$ cat config.mk
export PLATFORM = sky130hd
export DESIGN_NAME = wavetable_fm_sound_channel_core
export DESIGN_NICKNAME = d
export VERILOG_FILES = /design/src/sv/wfmsc_pkg.sv /design/src/sv/wavetable_fm_sound_channel_core.sv /design/src/sv/wfmsc_ctrl.sv /design/src/sv/wfmsc_dp.sv
export SDC_FILE = /design/constraint.sdc
export NUM_CORES = 2
export LEC_CHECK = 0
export BUFFER_PORTS_ARGS = -buffer_cell sky130_fd_sc_hd__buf_4
export CORE_UTILIZATION = 61
export DETAILED_ROUTE_END_ITERATION = 10
export GPL_ROUTABILITY_DRIVEN = 0
export MAX_ROUTING_LAYER = met4
export PLACE_DENSITY_LB_ADDON = 0.25
export SLEW_MARGIN = 10
export SYNTH_ARGS = -nofsm -noshare
export SYNTH_HDL_FRONTEND = slang
export SYNTH_SLANG_ARGS = --single-unit
$ cat constraint.sdc
create_clock -name clk -period 9.4 [get_ports clk]
set_input_delay 0.47 -clock clk [delete_from_list [all_inputs] [get_ports clk]]
set_output_delay 0.47 -clock clk [all_outputs]
set_load 0.02 [all_outputs]
$ cat src/sv/wfmsc_pkg.sv
// wfmsc_pkg: types, codes and small tables for the wavetable fm sound channel
// depends on nothing; used by wfmsc_ctrl, wfmsc_dp and the core top level
`timescale 1ns / 1ps
`default_nettype none

package wfmsc_pkg;

	// item function codes
	localparam logic [1:0] FUNC_TICK  = 2'd0;
	localparam logic [1:0] FUNC_WRITE = 2'd1;
	localparam logic [1:0] FUNC_READ  = 2'd2;

	// bus map
	localparam logic [15:0] ADDR_WAVE_FIRST = 16'h4040;
	localparam logic [15:0] ADDR_WAVE_LAST  = 16'h407F;
	localparam logic [15:0] ADDR_VOL_ENV    = 16'h4080;
	localparam logic [15:0] ADDR_PITCH_LO   = 16'h4082;
	localparam logic [15:0] ADDR_PITCH_HI   = 16'h4083;
	localparam logic [15:0] ADDR_GAIN_ENV   = 16'h4084;
	localparam logic [15:0] ADDR_MOD_CNT    = 16'h4085;
	localparam logic [15:0] ADDR_MOD_LO     = 16'h4086;
	localparam logic [15:0] ADDR_MOD_HI     = 16'h4087;
	localparam logic [15:0] ADDR_MOD_TABLE  = 16'h4088;
	localparam logic [15:0] ADDR_WAVE_CTRL  = 16'h4089;
	localparam logic [15:0] ADDR_ENV_SPEED  = 16'h408A;

	// bit positions in the control flag register
	localparam int FLG_VOL_DIS   = 0;
	localparam int FLG_VOL_GROW  = 1;
	localparam int FLG_WAV_HALT  = 2;
	localparam int FLG_ENV_HALT  = 3;
	localparam int FLG_GAIN_DIS  = 4;
	localparam int FLG_GAIN_GROW = 5;
	localparam int FLG_MOD_DIS   = 6;
	localparam int FLG_WAV_WRITE = 7;

	localparam int TABLE_DEPTH = 64;
	localparam int TABLE_AW    = 6;

	localparam logic [2:0] STEP_RESET = 3'd4;

	typedef struct packed {
		logic [1:0]  func;
		logic [15:0] bus_addr;
		logic [7:0]  bus_data;
	} in_item_t;

	typedef struct packed {
		logic [10:0] audio_level;
		logic [7:0]  read_data;
	} out_item_t;

	typedef enum logic [3:0] {
		ST_IDLE,
		ST_ENV,
		ST_MOD,
		ST_MUL1,
		ST_MUL2,
		ST_PHASE,
		ST_LEVEL,
		ST_SCALE,
		ST_BUS,
		ST_DONE
	} state_t;

	typedef struct packed {
		logic accept;
		logic env;
		logic modstep;
		logic mul1;
		logic mul2;
		logic phase;
		logic level;
		logic scale;
		logic bus;
		logic load_out;
	} ctrl_cmd_t;

	typedef struct packed {
		logic silent;
	} dp_status_t;

	function automatic logic signed [3:0] step_delta(input logic [2:0] step);
		logic signed [3:0] d;
		case (step)
			3'd0: d = 4'sd0;
			3'd1: d = 4'sd1;
			3'd2: d = 4'sd2;
			3'd3: d = 4'sd4;
			3'd5: d = -4'sd4;
			3'd6: d = -4'sd3;
			3'd7: d = -4'sd1;
			default: d = 4'sd0;
		endcase
		return d;
	endfunction

	// master attenuation as a fraction of 256
	function automatic logic [8:0] atten_mult(input logic [1:0] sel);
		logic [8:0] m;
		case (sel)
			2'd0: m = 9'd256;
			2'd1: m = 9'd171;
			2'd2: m = 9'd128;
			2'd3: m = 9'd102;
			default: m = 9'd256;
		endcase
		return m;
	endfunction

endpackage

`default_nettype wire

$ cat src/sv/wavetable_fm_sound_channel_core.sv
// wavetable fm sound channel core: one item at a time through a sequencer and datapath
// a tick steps env, mod, mul1, mul2, phase, level, scale, done (env, mod, done when halted
// or in wave write); a bus write or read steps bus, done; an unused code goes to done
// the tick length is set by the two dependent bend multiplies and the level multiplies
// an output register holds the result so the next item can be taken while it waits
// asynchronous reset clears all sound state; table valid bits make both tables read as zero
`timescale 1ns / 1ps
`default_nettype none

module wavetable_fm_sound_channel_core (
	input  wire logic                clk,
	input  wire logic                arst_n,
	input  wire logic                in_valid,
	output logic                     in_ready,
	input  wire wfmsc_pkg::in_item_t in_item,
	output logic                     out_valid,
	input  wire logic                out_ready,
	output wfmsc_pkg::out_item_t     out_item
);

	wfmsc_pkg::ctrl_cmd_t  cmd;
	wfmsc_pkg::dp_status_t status;

	wfmsc_ctrl u_ctrl (
		.clk       (clk),
		.arst_n    (arst_n),
		.in_valid  (in_valid),
		.in_func   (in_item.func),
		.in_ready  (in_ready),
		.out_valid (out_valid),
		.out_ready (out_ready),
		.status    (status),
		.cmd       (cmd)
	);

	wfmsc_dp u_dp (
		.clk      (clk),
		.arst_n   (arst_n),
		.in_item  (in_item),
		.cmd      (cmd),
		.status   (status),
		.out_item (out_item)
	);

endmodule

`default_nettype wire

$ cat src/sv/wfmsc_ctrl.sv
// wfmsc_ctrl: sequencer for one item at a time and the output valid flag
// depends on wfmsc_pkg
`timescale 1ns / 1ps
`default_nettype none

module wfmsc_ctrl (
	input  wire logic                  clk,
	input  wire logic                  arst_n,
	input  wire logic                  in_valid,
	input  wire logic [1:0]            in_func,
	output logic                       in_ready,
	output logic                       out_valid,
	input  wire logic                  out_ready,
	input  wire wfmsc_pkg::dp_status_t status,
	output wfmsc_pkg::ctrl_cmd_t       cmd
);

	wfmsc_pkg::state_t state_q, state_d;
	logic              out_valid_q, out_valid_d;

	always_ff @(posedge clk or negedge arst_n) begin
		if (!arst_n) begin
			state_q     <= wfmsc_pkg::ST_IDLE;
			out_valid_q <= 1'b0;
		end else begin
			state_q     <= state_d;
			out_valid_q <= out_valid_d;
		end
	end

	always_comb begin
		cmd         = '0;
		state_d     = state_q;
		out_valid_d = out_valid_q && !out_ready;
		in_ready    = (state_q == wfmsc_pkg::ST_IDLE);
		case (state_q)
			wfmsc_pkg::ST_IDLE: begin
				if (in_valid) begin
					cmd.accept = 1'b1;
					case (in_func)
						wfmsc_pkg::FUNC_TICK:  state_d = wfmsc_pkg::ST_ENV;
						wfmsc_pkg::FUNC_WRITE: state_d = wfmsc_pkg::ST_BUS;
						wfmsc_pkg::FUNC_READ:  state_d = wfmsc_pkg::ST_BUS;
						default:               state_d = wfmsc_pkg::ST_DONE;
					endcase
				end
			end
			wfmsc_pkg::ST_ENV: begin
				cmd.env = 1'b1;
				state_d = wfmsc_pkg::ST_MOD;
			end
			wfmsc_pkg::ST_MOD: begin
				cmd.modstep = 1'b1;
				// halted or wave write: level stays zero, main phase holds
				state_d = status.silent ? wfmsc_pkg::ST_DONE : wfmsc_pkg::ST_MUL1;
			end
			wfmsc_pkg::ST_MUL1: begin
				cmd.mul1 = 1'b1;
				state_d  = wfmsc_pkg::ST_MUL2;
			end
			wfmsc_pkg::ST_MUL2: begin
				cmd.mul2 = 1'b1;
				state_d  = wfmsc_pkg::ST_PHASE;
			end
			wfmsc_pkg::ST_PHASE: begin
				cmd.phase = 1'b1;
				state_d   = wfmsc_pkg::ST_LEVEL;
			end
			wfmsc_pkg::ST_LEVEL: begin
				cmd.level = 1'b1;
				state_d   = wfmsc_pkg::ST_SCALE;
			end
			wfmsc_pkg::ST_SCALE: begin
				cmd.scale = 1'b1;
				state_d   = wfmsc_pkg::ST_DONE;
			end
			wfmsc_pkg::ST_BUS: begin
				cmd.bus = 1'b1;
				state_d = wfmsc_pkg::ST_DONE;
			end
			wfmsc_pkg::ST_DONE: begin
				if (!out_valid_q || out_ready) begin
					cmd.load_out = 1'b1;
					out_valid_d  = 1'b1;
					state_d      = wfmsc_pkg::ST_IDLE;
				end
			end
			default: state_d = wfmsc_pkg::ST_IDLE;
		endcase
	end

	assign out_valid = out_valid_q;

	a_busy_after_accept: assert property (@(posedge clk) disable iff (!arst_n)
		(in_valid && in_ready) |=> (state_q != wfmsc_pkg::ST_IDLE))
		else $error("sequencer stayed idle after an input transfer");

	a_result_from_done: assert property (@(posedge clk) disable iff (!arst_n)
		$rose(out_valid_q) |-> $past(state_q == wfmsc_pkg::ST_DONE))
		else $error("output became valid outside the done step");

	a_one_result_per_item: assert property (@(posedge clk) disable iff (!arst_n)
		(state_q == wfmsc_pkg::ST_DONE && !out_valid_q) |=> out_valid_q)
		else $error("finished item did not reach the output register");

endmodule

`default_nettype wire

$ cat src/sv/wfmsc_dp.sv
// wfmsc_dp: sound registers, wave and modulation tables, envelopes, pitch bend and output level
// depends on wfmsc_pkg; driven by commands from wfmsc_ctrl
`timescale 1ns / 1ps
`default_nettype none

module wfmsc_dp (
	input  wire logic                 clk,
	input  wire logic                 arst_n,
	input  wire wfmsc_pkg::in_item_t  in_item,
	input  wire wfmsc_pkg::ctrl_cmd_t cmd,
	output wfmsc_pkg::dp_status_t     status,
	output wfmsc_pkg::out_item_t      out_item
);

	localparam int AW    = wfmsc_pkg::TABLE_AW;
	localparam int DEPTH = wfmsc_pkg::TABLE_DEPTH;

	wfmsc_pkg::in_item_t  item_q;
	wfmsc_pkg::out_item_t out_q;

	logic [21:0] main_phase_q, mod_phase_q;
	logic [11:0] pitch_q, mod_pitch_q;
	logic [6:0]  mod_counter_q;
	logic [5:0]  volume_q, volume_speed_q, volume_div_q;
	logic [5:0]  mod_gain_q, gain_speed_q, gain_div_q;
	logic [7:0]  env_speed_q;
	logic [11:0] env_div_q;
	logic [1:0]  atten_q;
	logic [7:0]  flags_q;
	logic        mod_step_q;
	logic [10:0] res_level_q;

	logic signed [19:0] t_s1;
	logic signed [23:0] p_s2;
	logic [11:0]        mix_s3;

	// tables
	logic [5:0]       wave_mem [DEPTH];
	logic [2:0]       mod_mem  [DEPTH];
	logic [DEPTH-1:0] wave_vld_q, mod_vld_q;
	logic [5:0]       wave_rd_q;
	logic [2:0]       mod_rd_q;
	logic             wave_rd_vld_q, mod_rd_vld_q;

	// item decode
	logic       is_write, wave_range, wave_we, wave_re, mod_we;
	logic [AW-1:0] wave_ra, wave_wa;
	logic [5:0] wave_word;
	logic [2:0] mod_word;
	logic [7:0] wd;

	// envelope and modulation terms
	logic        env_run, mod_run, env_expire, vol_expire, gain_expire;
	logic [11:0] env_period;
	logic [12:0] env_next;
	logic [6:0]  vol_next, gain_next;
	logic [21:0] mod_next;
	logic [2:0]  mod_step;
	logic signed [7:0] cnt_sum;
	logic [6:0]  cnt_sat;

	// bend and level terms
	logic signed [20:0] t_adj;
	logic signed [23:0] bend, freq_sum;
	logic        bend_en;
	logic [11:0] freq;
	logic [21:0] main_next;
	logic [5:0]  vol_clip;
	logic [20:0] level_full;

	assign is_write   = (item_q.func == wfmsc_pkg::FUNC_WRITE);
	assign wd         = item_q.bus_data;
	assign wave_range = (item_q.bus_addr >= wfmsc_pkg::ADDR_WAVE_FIRST) &&
		(item_q.bus_addr <= wfmsc_pkg::ADDR_WAVE_LAST);
	assign wave_we    = cmd.bus && is_write && wave_range && flags_q[wfmsc_pkg::FLG_WAV_WRITE];
	assign wave_wa    = item_q.bus_addr[AW-1:0];
	assign wave_re    = cmd.bus || cmd.phase;
	assign wave_ra    = cmd.phase ? main_next[21:16] : item_q.bus_addr[AW-1:0];
	assign mod_we     = cmd.bus && is_write && (item_q.bus_addr == wfmsc_pkg::ADDR_MOD_TABLE) &&
		flags_q[wfmsc_pkg::FLG_MOD_DIS];

	assign wave_word = wave_rd_vld_q ? wave_rd_q : 6'd0;
	assign mod_word  = mod_rd_vld_q ? mod_rd_q : 3'd0;

	assign env_run = !(flags_q[wfmsc_pkg::FLG_WAV_HALT] || flags_q[wfmsc_pkg::FLG_ENV_HALT]);
	assign mod_run = !(flags_q[wfmsc_pkg::FLG_WAV_HALT] || flags_q[wfmsc_pkg::FLG_MOD_DIS]) &&
		(mod_pitch_q != 12'd0);

	assign env_period  = {({4'd0, env_speed_q} + 12'd1)} << 3;
	assign env_next    = {1'b0, env_div_q} + 13'd1;
	assign env_expire  = (env_next >= {1'b0, env_period});
	assign vol_next    = {1'b0, volume_div_q} + 7'd1;
	assign vol_expire  = (vol_next >= {1'b0, volume_speed_q});
	assign gain_next   = {1'b0, gain_div_q} + 7'd1;
	assign gain_expire = (gain_next >= {1'b0, gain_speed_q});
	assign mod_next    = mod_phase_q + {10'd0, mod_pitch_q};

	// counter step with saturation to -64..63
	assign mod_step = mod_word;
	assign cnt_sum  = $signed({mod_counter_q[6], mod_counter_q}) +
		8'(wfmsc_pkg::step_delta(mod_step));
	always_comb begin
		if (cnt_sum > 8'sd63) begin
			cnt_sat = 7'h3F;
		end else if (cnt_sum < -8'sd64) begin
			cnt_sat = 7'h40;
		end else begin
			cnt_sat = cnt_sum[6:0];
		end
	end

	// positive products with a fraction round up by a whole extra step
	always_comb begin
		if (t_s1 > 20'sd0 && t_s1[3:0] != 4'd0) begin
			t_adj = {t_s1[19], t_s1} + 21'sd16;
		end else begin
			t_adj = {t_s1[19], t_s1};
		end
	end

	assign bend     = p_s2 >>> 6;
	assign freq_sum = $signed({12'd0, pitch_q}) + bend;
	assign bend_en  = !flags_q[wfmsc_pkg::FLG_MOD_DIS] && (mod_counter_q != 7'd0);
	always_comb begin
		if (!bend_en) begin
			freq = pitch_q;
		end else if (freq_sum < 24'sd0) begin
			freq = 12'd0;
		end else if (freq_sum > 24'sd4095) begin
			freq = 12'hFFF;
		end else begin
			freq = freq_sum[11:0];
		end
	end
	assign main_next = main_phase_q + {10'd0, freq};

	assign vol_clip   = (volume_q < 6'd32) ? volume_q : 6'd32;
	assign level_full = {9'd0, mix_s3} * {12'd0, wfmsc_pkg::atten_mult(atten_q)};

	assign status.silent = flags_q[wfmsc_pkg::FLG_WAV_HALT] || flags_q[wfmsc_pkg::FLG_WAV_WRITE];

	// table storage
	always_ff @(posedge clk) begin
		if (wave_we) begin
			wave_mem[wave_wa] <= wd[5:0];
		end
		if (wave_re) begin
			wave_rd_q <= wave_mem[wave_ra];
		end
		if (mod_we) begin
			mod_mem[mod_phase_q[21:16]] <= wd[2:0];
		end
		if (cmd.env) begin
			mod_rd_q <= mod_mem[mod_next[21:16]];
		end
	end

	always_ff @(posedge clk or negedge arst_n) begin
		if (!arst_n) begin
			wave_vld_q    <= '0;
			mod_vld_q     <= '0;
			wave_rd_vld_q <= 1'b0;
			mod_rd_vld_q  <= 1'b0;
		end else begin
			if (wave_we) begin
				wave_vld_q[wave_wa] <= 1'b1;
			end
			if (wave_re) begin
				wave_rd_vld_q <= wave_vld_q[wave_ra];
			end
			if (mod_we) begin
				mod_vld_q[mod_phase_q[21:16]] <= 1'b1;
			end
			if (cmd.env) begin
				mod_rd_vld_q <= mod_vld_q[mod_next[21:16]];
			end
		end
	end

	// arithmetic stage registers
	always_ff @(posedge clk) begin
		if (cmd.accept) begin
			item_q <= in_item;
		end
		if (cmd.mul1) begin
			t_s1 <= $signed(mod_counter_q) * $signed({1'b0, pitch_q});
		end
		if (cmd.mul2) begin
			p_s2 <= $signed(t_adj[20:4]) * $signed({1'b0, mod_gain_q});
		end
		if (cmd.level) begin
			mix_s3 <= {6'd0, wave_word} * {6'd0, vol_clip};
		end
		if (cmd.load_out) begin
			out_q.audio_level <= res_level_q;
			out_q.read_data   <= (item_q.func == wfmsc_pkg::FUNC_READ && wave_range) ?
				{2'b00, wave_word} : 8'd0;
		end
	end

	// sound state
	always_ff @(posedge clk or negedge arst_n) begin
		if (!arst_n) begin
			main_phase_q   <= '0;
			mod_phase_q    <= '0;
			pitch_q        <= '0;
			mod_pitch_q    <= '0;
			mod_counter_q  <= '0;
			volume_q       <= '0;
			volume_speed_q <= '0;
			volume_div_q   <= '0;
			mod_gain_q     <= '0;
			gain_speed_q   <= '0;
			gain_div_q     <= '0;
			env_speed_q    <= '0;
			env_div_q      <= '0;
			atten_q        <= '0;
			flags_q        <= '0;
			mod_step_q     <= 1'b0;
			res_level_q    <= '0;
		end else begin
			if (cmd.accept) begin
				res_level_q <= '0;
			end
			if (cmd.env) begin
				if (env_run) begin
					if (!env_expire) begin
						env_div_q <= env_next[11:0];
					end else begin
						env_div_q <= '0;
						if (!flags_q[wfmsc_pkg::FLG_VOL_DIS]) begin
							if (vol_expire) begin
								volume_div_q <= '0;
								if (flags_q[wfmsc_pkg::FLG_VOL_GROW]) begin
									if (volume_q < 6'd32) volume_q <= volume_q + 6'd1;
								end else if (volume_q != 6'd0) begin
									volume_q <= volume_q - 6'd1;
								end
							end else begin
								volume_div_q <= vol_next[5:0];
							end
						end
						if (!flags_q[wfmsc_pkg::FLG_GAIN_DIS]) begin
							if (gain_expire) begin
								gain_div_q <= '0;
								if (flags_q[wfmsc_pkg::FLG_GAIN_GROW]) begin
									if (mod_gain_q < 6'd63) mod_gain_q <= mod_gain_q + 6'd1;
								end else if (mod_gain_q != 6'd0) begin
									mod_gain_q <= mod_gain_q - 6'd1;
								end
							end else begin
								gain_div_q <= gain_next[5:0];
							end
						end
					end
				end
				if (mod_run) begin
					mod_phase_q <= mod_next;
					mod_step_q  <= (mod_next[21:16] != mod_phase_q[21:16]);
				end else begin
					mod_step_q <= 1'b0;
				end
			end
			if (cmd.modstep && mod_step_q) begin
				if (mod_step == wfmsc_pkg::STEP_RESET) begin
					mod_counter_q <= '0;
				end else begin
					mod_counter_q <= cnt_sat;
				end
			end
			if (cmd.phase) begin
				main_phase_q <= main_next;
			end
			if (cmd.scale) begin
				res_level_q <= level_full[18:8];
			end
			if (cmd.bus && is_write) begin
				case (item_q.bus_addr)
					wfmsc_pkg::ADDR_VOL_ENV: begin
						flags_q[wfmsc_pkg::FLG_VOL_DIS]  <= wd[7];
						flags_q[wfmsc_pkg::FLG_VOL_GROW] <= wd[6];
						volume_speed_q <= wd[5:0];
						if (wd[7]) volume_q <= wd[5:0];
					end
					wfmsc_pkg::ADDR_PITCH_LO: pitch_q[7:0] <= wd;
					wfmsc_pkg::ADDR_PITCH_HI: begin
						pitch_q[11:8] <= wd[3:0];
						flags_q[wfmsc_pkg::FLG_WAV_HALT] <= wd[7];
						flags_q[wfmsc_pkg::FLG_ENV_HALT] <= wd[6];
						if (wd[7]) env_div_q <= '0;
					end
					wfmsc_pkg::ADDR_GAIN_ENV: begin
						flags_q[wfmsc_pkg::FLG_GAIN_DIS]  <= wd[7];
						flags_q[wfmsc_pkg::FLG_GAIN_GROW] <= wd[6];
						gain_speed_q <= wd[5:0];
						if (wd[7]) mod_gain_q <= wd[5:0];
					end
					wfmsc_pkg::ADDR_MOD_CNT: mod_counter_q <= wd[6:0];
					wfmsc_pkg::ADDR_MOD_LO:  mod_pitch_q[7:0] <= wd;
					wfmsc_pkg::ADDR_MOD_HI: begin
						mod_pitch_q[11:8] <= wd[3:0];
						flags_q[wfmsc_pkg::FLG_MOD_DIS] <= wd[7];
						if (wd[7]) mod_phase_q <= '0;
					end
					wfmsc_pkg::ADDR_MOD_TABLE: begin
						// table load walks the modulation position
						if (flags_q[wfmsc_pkg::FLG_MOD_DIS]) begin
							mod_phase_q[21:16] <= mod_phase_q[21:16] + 6'd1;
						end
					end
					wfmsc_pkg::ADDR_WAVE_CTRL: begin
						flags_q[wfmsc_pkg::FLG_WAV_WRITE] <= wd[7];
						atten_q <= wd[1:0];
					end
					wfmsc_pkg::ADDR_ENV_SPEED: begin
						env_speed_q <= wd;
						env_div_q   <= '0;
					end
					default: begin
					end
				endcase
			end
		end
	end

	assign out_item = out_q;

	a_level_bound: assert property (@(posedge clk) disable iff (!arst_n)
		cmd.scale |=> (res_level_q <= 11'd2016))
		else $error("scaled level out of range");

	a_main_phase_silent: assert property (@(posedge clk) disable iff (!arst_n)
		(cmd.modstep && status.silent) |=> $stable(main_phase_q))
		else $error("main phase moved while halted or in wave write");

	a_volume_grow_cap: assert property (@(posedge clk) disable iff (!arst_n)
		(cmd.env && volume_q <= 6'd32) |=> (volume_q <= 6'd32))
		else $error("volume envelope passed its ceiling");

endmodule

`default_nettype wire

# --- Word level (Yosys, flattened, before mapping) ---
# Memories as Yosys holds them, arrays and structs flattened. A register that Yosys moved wholly into a read port is not among the register bits.
# Index checks and enable logic that the tools add are counted.
classes:
  n_addsub: 14
  n_eq_ne: 36
  multipliers: 4
  mux: 87
  magnitude_cmp: 18
  reduce_logical: 45
  n_bitwise: 5
op_table:
  columns: ["op", "count"]
  rows:
  - ["$mux W6", 28]
  - ["$eq A16 B15 Y1 const B", 10]
  - ["$or A64 B64 Y64", 2]
  - ["$mux W12", 8]
  - ["$mux W22", 4]
  - ["$add A22 B12 Y22", 2]
  - ["$mux W7", 6]
  - ["$pmux W4 S9", 1]
  - ["$pmux W9 S4", 1]
  - ["$lt A6 B7 Y1 const B", 4]
  - ["$gt A24 B13 Y1 const B", 1]
  - ["$lt A24 B1 Y1 const B", 1]
  - ["$mul A17 B7 Y24", 1]
  - ["$pmux W12 S2", 1]
  - ["$pmux W4 S6", 1]
  - ["$mux W1", 23]
  - ["$mux W11", 2]
  - ["$add A20 B6 Y21 const B", 1]
  - ["$mux W21", 1]
  - ["$gt A20 B1 Y1 const B", 1]
  - ["$mul A7 B13 Y20", 1]
  - ["$add A13 B18 Y19", 1]
  - ["$mul A12 B9 Y19", 1]
  - ["$add A6 B1 Y6 const B", 3]
  - ["other kinds (47)", 104]
word_totals:
  out_inout_bits: 21
  wordCells: 249
  in_bits: 30
  reg_bits: 389
  memories: 2
  mem_bits_rw: 576
memory_table:
  columns: ["name", "words", "width", "read_ports", "rd_clocked_by_memory_dff", "wr", "line", "text"]
  rows:
  - ["u_dp.wave_mem", 64, 6, 1, 1, 1, "wfmsc_dp.sv:38", "logic [5:0] wave_mem [DEPTH];"]
  - ["u_dp.mod_mem", 64, 3, 1, 1, 1, "wfmsc_dp.sv:39", "logic [2:0] mod_mem [DEPTH];"]

# --- Depth between registers and ports, before layout ---
depth:
  ltp_word: 11
  ltp_mapped: 29
  ltp_nobuf: 27

# --- By module ---
# From an unflattened synthesis, not the netlist that was laid out.
unflattened:
  cells_unflattened: 4540
  area_unflattened_um2: 54014.3
by_module_without_submodules:
  columns: ["mod", "seq_area_each_um2", "n_inst", "cells_each", "area_each_um2"]
  rows:
  - ["wfmsc_dp", 27441.3, 1, 4491, 53595.2]
  - ["wfmsc_ctrl", 125.1, 1, 49, 419.2]

# --- Worst setup path before layout ---
# Ideal clock, no wire load.
synth_path:
  path_kind: "flip-flop to flip-flop"
  startpoint: "register u_dp.pitch_q[0]"
  endpoint: "register u_dp.wave_rd_q[0], read port of u_dp.wave_mem (data pin)"
  period_less_slack_ns: 6.416
  setup_ns: 0.262
  required_ns: 9.138
  n_path_buf: 2
  path_stages_with_launch: 27
  path_slack_ns: 2.984
  t_arrival_ns: 6.154
  cell_sequence: "dfrtp_1 ha_1 fa_1 a21o_1 a21oi_1 o21bai_1 a21oi_1 nor2b_1 o21a_1 o31a_1 o21ai_0 o22ai_1 and3_1 clkbuf_1 a221oi_1 fa_1 nor2b_1 o31a_1 o41a_1 o21ai_4 xnor2_1 o21ai_4 buf_2 mux4_2 and2_1 a211oi_1 nor4_1"
synth_between:
  elab_chain_len: 7
  elab_cells_between_ends: 8
  classes_between: "add/sub: 2; order compare: 2; mux: 4"
synth_rtl:
  columns: ["element", "line", "text"]
  rows:
  - ["from (decl)", "wfmsc_dp.sv:22", "logic [11:0] pitch_q, mod_pitch_q;"]
  - ["from (signal assigned)", "wfmsc_dp.sv:285", "wfmsc_pkg::ADDR_PITCH_LO: pitch_q[7:0] <= wd;"]
  - ["$add A13 B18 Y19", "wfmsc_dp.sv:122", "assign freq_sum = $signed({12'd0, pitch_q}) + bend;"]
  - ["$gt A24 B13 Y1", "wfmsc_dp.sv:129", "end else if (freq_sum > 24'sd4095) begin"]
  - ["$mux W12", "wfmsc_dp.sv:129", null]
  - ["$mux W12", "wfmsc_dp.sv:127", "end else if (freq_sum < 24'sd0) begin"]
  - ["$mux W12 (*)", "wfmsc_dp.sv:125", "if (!bend_en) begin"]
  - ["$add A22 B12 Y22 (*)", "wfmsc_dp.sv:135", "assign main_next = main_phase_q + {10'd0, freq};"]
  - ["$mux W6 (*)", "wfmsc_dp.sv:78", "assign wave_ra = cmd.phase ? main_next[21:16] : item_q.bus_addr[AW-1:0];"]
  - ["to (decl)", "wfmsc_dp.sv:41", "logic [5:0] wave_rd_q;"]
# Every way passes the cells marked *; elsewhere a longest branch is shown, timed or not.
# A chain may end at the register's enable or synchronous reset.

# --- Worst setup path in the final report ---
layout_path:
  startpoint: "register u_dp.pitch_q[0]"
  endpoint: "register u_dp.wave_rd_vld_q"
layout_between:
  elab_chain_len: 9
  elab_cells_between_ends: 10
  classes_between: "add/sub: 2; order compare: 2; mux: 6"
layout_rtl:
  columns: ["element", "line", "text"]
  rows:
  - ["$add A13 B18 Y19", "wfmsc_dp.sv:122", null]
  - ["$gt A24 B13 Y1", "wfmsc_dp.sv:129", null]
  - ["$mux W12", "wfmsc_dp.sv:129", null]
  - ["$mux W12", "wfmsc_dp.sv:127", null]
  - ["$mux W12 (*)", "wfmsc_dp.sv:125", null]
  - ["$add A22 B12 Y22 (*)", "wfmsc_dp.sv:135", null]
  - ["$mux W6 (*)", "wfmsc_dp.sv:78", null]
  - ["$bmux W1 S6 (*)", "wfmsc_dp.sv:169", "wave_rd_vld_q <= wave_vld_q[wave_ra];"]
  - ["$mux W1 (not written as such) (*)", "wfmsc_dp.sv:169", null]
  - ["to (signal assigned)", "wfmsc_dp.sv:169", null]
  - ["to (decl)", "wfmsc_dp.sv:43", "logic wave_rd_vld_q, mod_rd_vld_q;"]
# Every way passes the cells marked *; elsewhere a longest branch is shown, timed or not. The select of a mux whose other input is x is not followed.

==> flow_summary.toml <==
[synthesis]
synth-simple-area-share = 0.138
synth_area_leaders = "edfxtp_1 38%, dfrtp_1 14%, fa_1 7.5%"
async_flop_share = 0.298
synth_top_cell_area_share = 0.384
synth_area_um2 = 53100
synth_compound_area_frac = 0.0926
synth-xor-area-share = 0.0259
ys_seq_elements = 966
synthCells = 4526
yosysUniqueCellTypes = 83
synthAdderAreaFrac = 0.130
synth.avg_cell_area_um2 = 11.7
synth_common_cells = "678 x edfxtp_1, 467 x nand2_1, 324 x inv_1, 293 x nor2_1, 288 x dfrtp_1"
seq_area_frac_synth = 0.520
synth_top_family_by_area = "simple AND/OR/NAND/NOR gates"
yosysMostFrequentCell = "edfxtp_1"
ys.flop_type = "edfxtp_1"
synth.area.mux_share = 0.0546
yosysWarningCount = 0
synth_largest_area_cell = "edfxtp_1"
synth_edf_count = 678

[grt]
antenna_found_initial = 1
gr-total-overflow = 0
grt_max_degree = 97
grt_pass1_wl_um = 203000
track_usage = 0.304
grt_pass1_vias = 35800

[route]
drtIter0Drc = 3806
wl_um = 128000
drc = 0
antenna_left = 0
route.vias.total = 35700
wl_per_cell_um = 22.2
drt_first_pass_iters = 5
via_per_inst = 6.19

[timing]
period_needed_ps = 8170
tns_ps = 0
hold_viol_final = 0
finalSetupViolCount = 0
rsz0062_at_grt = "false"
slew_violations = 0
tightest_slew_ps = 1180
fmax_mhz = 122
fin_worst_skew_ps = 25.1
max_slew_margin = 0.215
timing.final.crit_share = 0.869

[layout]
fin_util = 0.679
final-seq-area_um2 = 27600
multi_input_area_um2 = 23500
layout-drive-gt1-share = 0.116
fillers = 6089
diodes = 0
final_nets = 5008
syn2layout_area_growth_pct = 9.70

[pwr]
combPwrFrac = 0.260
p_clk_frac = 0.328
power_density_nw_per_um2 = 216
ir_worst_vdd_mv = 0.195
p_leak_nw = 24.1
switchingPower_w = 0.00395
p_int_w = 0.00859
power.sequential.fraction = 0.413
p_sw_frac = 0.315

[floorplanning]
core_um2 = 85700
die_x_um = 297
io_pins = 51
initial_core_util = 0.619
fp-row-count = 107
die_y_um = 297
dieArea_um2 = 88200

[clock_network]
clock-root-buffer = "clkbuf_16"
cts.repair.resized = 0
path_clk_slew_ps = 60
htree_levels = 3
cts_buffers = 99
post-cts-setup-buffer-count = 0
cts_tree = "done"
clock_sink_count = 966
clkLatencyLatePin_ps = 690
clock_path_buffers = 3

[outcome]
status = "complete, no violations"

[setup_path]
path_class = "flop to flop"
regToRegSetupSlack_ps = 1230
end_kind = "flop"
worstRegToRegCells = 27
crit_fanout = 27
crit_required_ps = 9930
cp-start-kind = "flop"
cp_data_arrival_time_ps = 8700
r2r-start = "u_dp.pitch_q[0]"
r2r-end = "u_dp.wave_rd_vld_q"

[min_path]
hp-class = "primary input to flop"
worstHoldStart = "out_ready"
holdPathEnd = "u_ctrl.out_valid"
min_path_cells = 3

[placement]
port_buffers = 48
hpwlAfterDp_um = 86700

[job]
maxCapViolations = 0
==> registers in the layout (all words and copies together), names as in the netlist, 7 cells and up <==
name and count:
u_dp.env_div_q 12, u_dp.env_speed_q 8, u_dp.flags_q 8, u_dp.item_q 18, u_dp.main_phase_q 22, u_dp.mix_s3 12
u_dp.mod_counter_q 7, u_dp.mod_mem 192, u_dp.mod_phase_q 22, u_dp.mod_pitch_q 12, u_dp.mod_vld_q 64, u_dp.out_item 17
u_dp.p_s2 18, u_dp.pitch_q 12, u_dp.res_level_q 11, u_dp.t_s1 20, u_dp.wave_mem 384, u_dp.wave_vld_q 64
u_dp.wd 8
==> how the worst max path moves through the flow <==
stage | start | to | slack [ps] | depth (start not counted)
6_report | u_dp.pitch_q[0] | u_dp.wave_rd_vld_q | 1230 | 27
5_1_grt | u_dp.pitch_q[0] | u_dp.wave_rd_vld_q | 710 | 28
4_1_cts | u_dp.pitch_q[0] | u_dp.wave_rd_q[1] | 1360 | 27
3_5_place_dp | u_dp.pitch_q[0] | u_dp.wave_rd_q[1] | 1420 | 27
3_3_place_gp | u_dp.pitch_q[0] | u_dp.wave_rd_q[4] | 1670 | 27
2_1_floorplan | u_dp.pitch_q[0] | u_dp.wave_rd_q[0] | 2980 | 26
==> area by class of cell <==
class | count | share of cell area
clock inverters | 54 | 0.0116
multi-input cells | 3024 | 0.404
inverters | 324 | 0.0209
flip-flops and latches | 966 | 0.474
clock buffers | 132 | 0.0468
well taps | 1144 | 0.0246
repair buffers | 129 | 0.0181
==> worst max-delay path, stage by stage, from the launching register on <==
cell,delay (ps)
dfrtp_1,460
ha_1,250
fa_1,420
a21o_1,200
a21oi_1,220
o21bai_1,90
a21oi_1,230
nor2b_1,80
o21a_1,190
o31a_1,260
o21ai_0,310
o22ai_1,410
and3_1,430
a221o_1,330
ha_1,200
inv_1,70
fa_1,200
nor2b_1,70
o31a_1,290
o41a_1,400
o21ai_4,380
xor2_2,170
o21ai_4,670
mux2_2,410
o211ai_1,150
a21oi_1,90
a2111oi_0,810
a211oi_1,190
==> power groups by stage <==
stage               combinational, W  clock (W)  sequential [W]
floorplan                    0.00236          0         0.00517
global placement             0.00314          0         0.00525
detailed placement           0.00322          0         0.00525
CTS                          0.00328    0.00414         0.00517
global route                 0.00363    0.00430         0.00519
finish                       0.00326    0.00411         0.00518
==> layer usage <==
metal  vias to the layer above  track usage  wire length, µm
met1                     17700        0.418            53900
li1                      16200            -                -
met4                         0        0.112             4530
met5                         -            -                0
met2                      1598        0.457            59000
met3                       264       0.0536            11000
==> layout by cell type (no fill, tap or decap), types with 14 or more instances in the layout <==
cell / n
xor2_1: 50
fa_1: 198
inv_1: 324
nand4_1: 23
xnor2_1: 99
clkinv_2: 14
or3_1: 19
a21o_1: 39
or2_2: 126
clkbuf_16: 101
o21ai_0: 121
nand2_1: 466
nand3b_1: 15
o211ai_1: 132
a221o_1: 20
dlygate4sd3_1: 27
and3_1: 45
dfrtp_1: 288
nor4_1: 22
edfxtp_1: 678
nor2b_1: 30
nor3_1: 43
ha_1: 236
a21oi_1: 126
clkbuf_1: 23
and2_1: 153
mux4_2: 49
mux2_2: 71
o21bai_1: 21
nor2_1: 292
mux2i_1: 98
a31oi_1: 23
nand2b_1: 40
o21a_1: 22
buf_4: 100
nand3_1: 165
a211oi_1: 90
==> kinds of logic (layout without fill, tap and decap cells) <==
logic type | Yosys count | in the layout
simple gates | 1497 | 1497
flops | 966 | 966
compound gates | 716 | 716
buf+inv | 537 | 639
fa+ha+maj | 434 | 434
mux | 219 | 219
xor+xnor | 156 | 156
other cells | 1 | 2
==> stage by stage <==
| step | hold slack (ps) | setup WS [ps] | power, W | cells | instance area (µm²) |
|---|---|---|---|---|---|
| floorplan | 174 | 2980 | 0.00753 | 4527 | 53100 |
| global placement | 434 | 1670 | 0.00839 | 5560 | 54500 |
| detailed placement | 434 | 1420 | 0.00847 | 5560 | 54500 |
| CTS | 45.1 | 1360 | 0.0126 | 5773 | 58200 |
| global route | 83.7 | 714 | 0.0131 | 5773 | 58200 |
| finish | 82.1 | 1230 | 0.0125 | 5773 | 58200 |
==> repair_timing <==
| item | 4_1_cts | 5_1_grt |
|---|---|---|
| setup endpoints to repair | 0 | 0 |
| hold buffers | 27 | 0 |
| endpoints found under the hold margin | 116 | 0 |
Note: power is estimated with default switching activity, not from simulation.
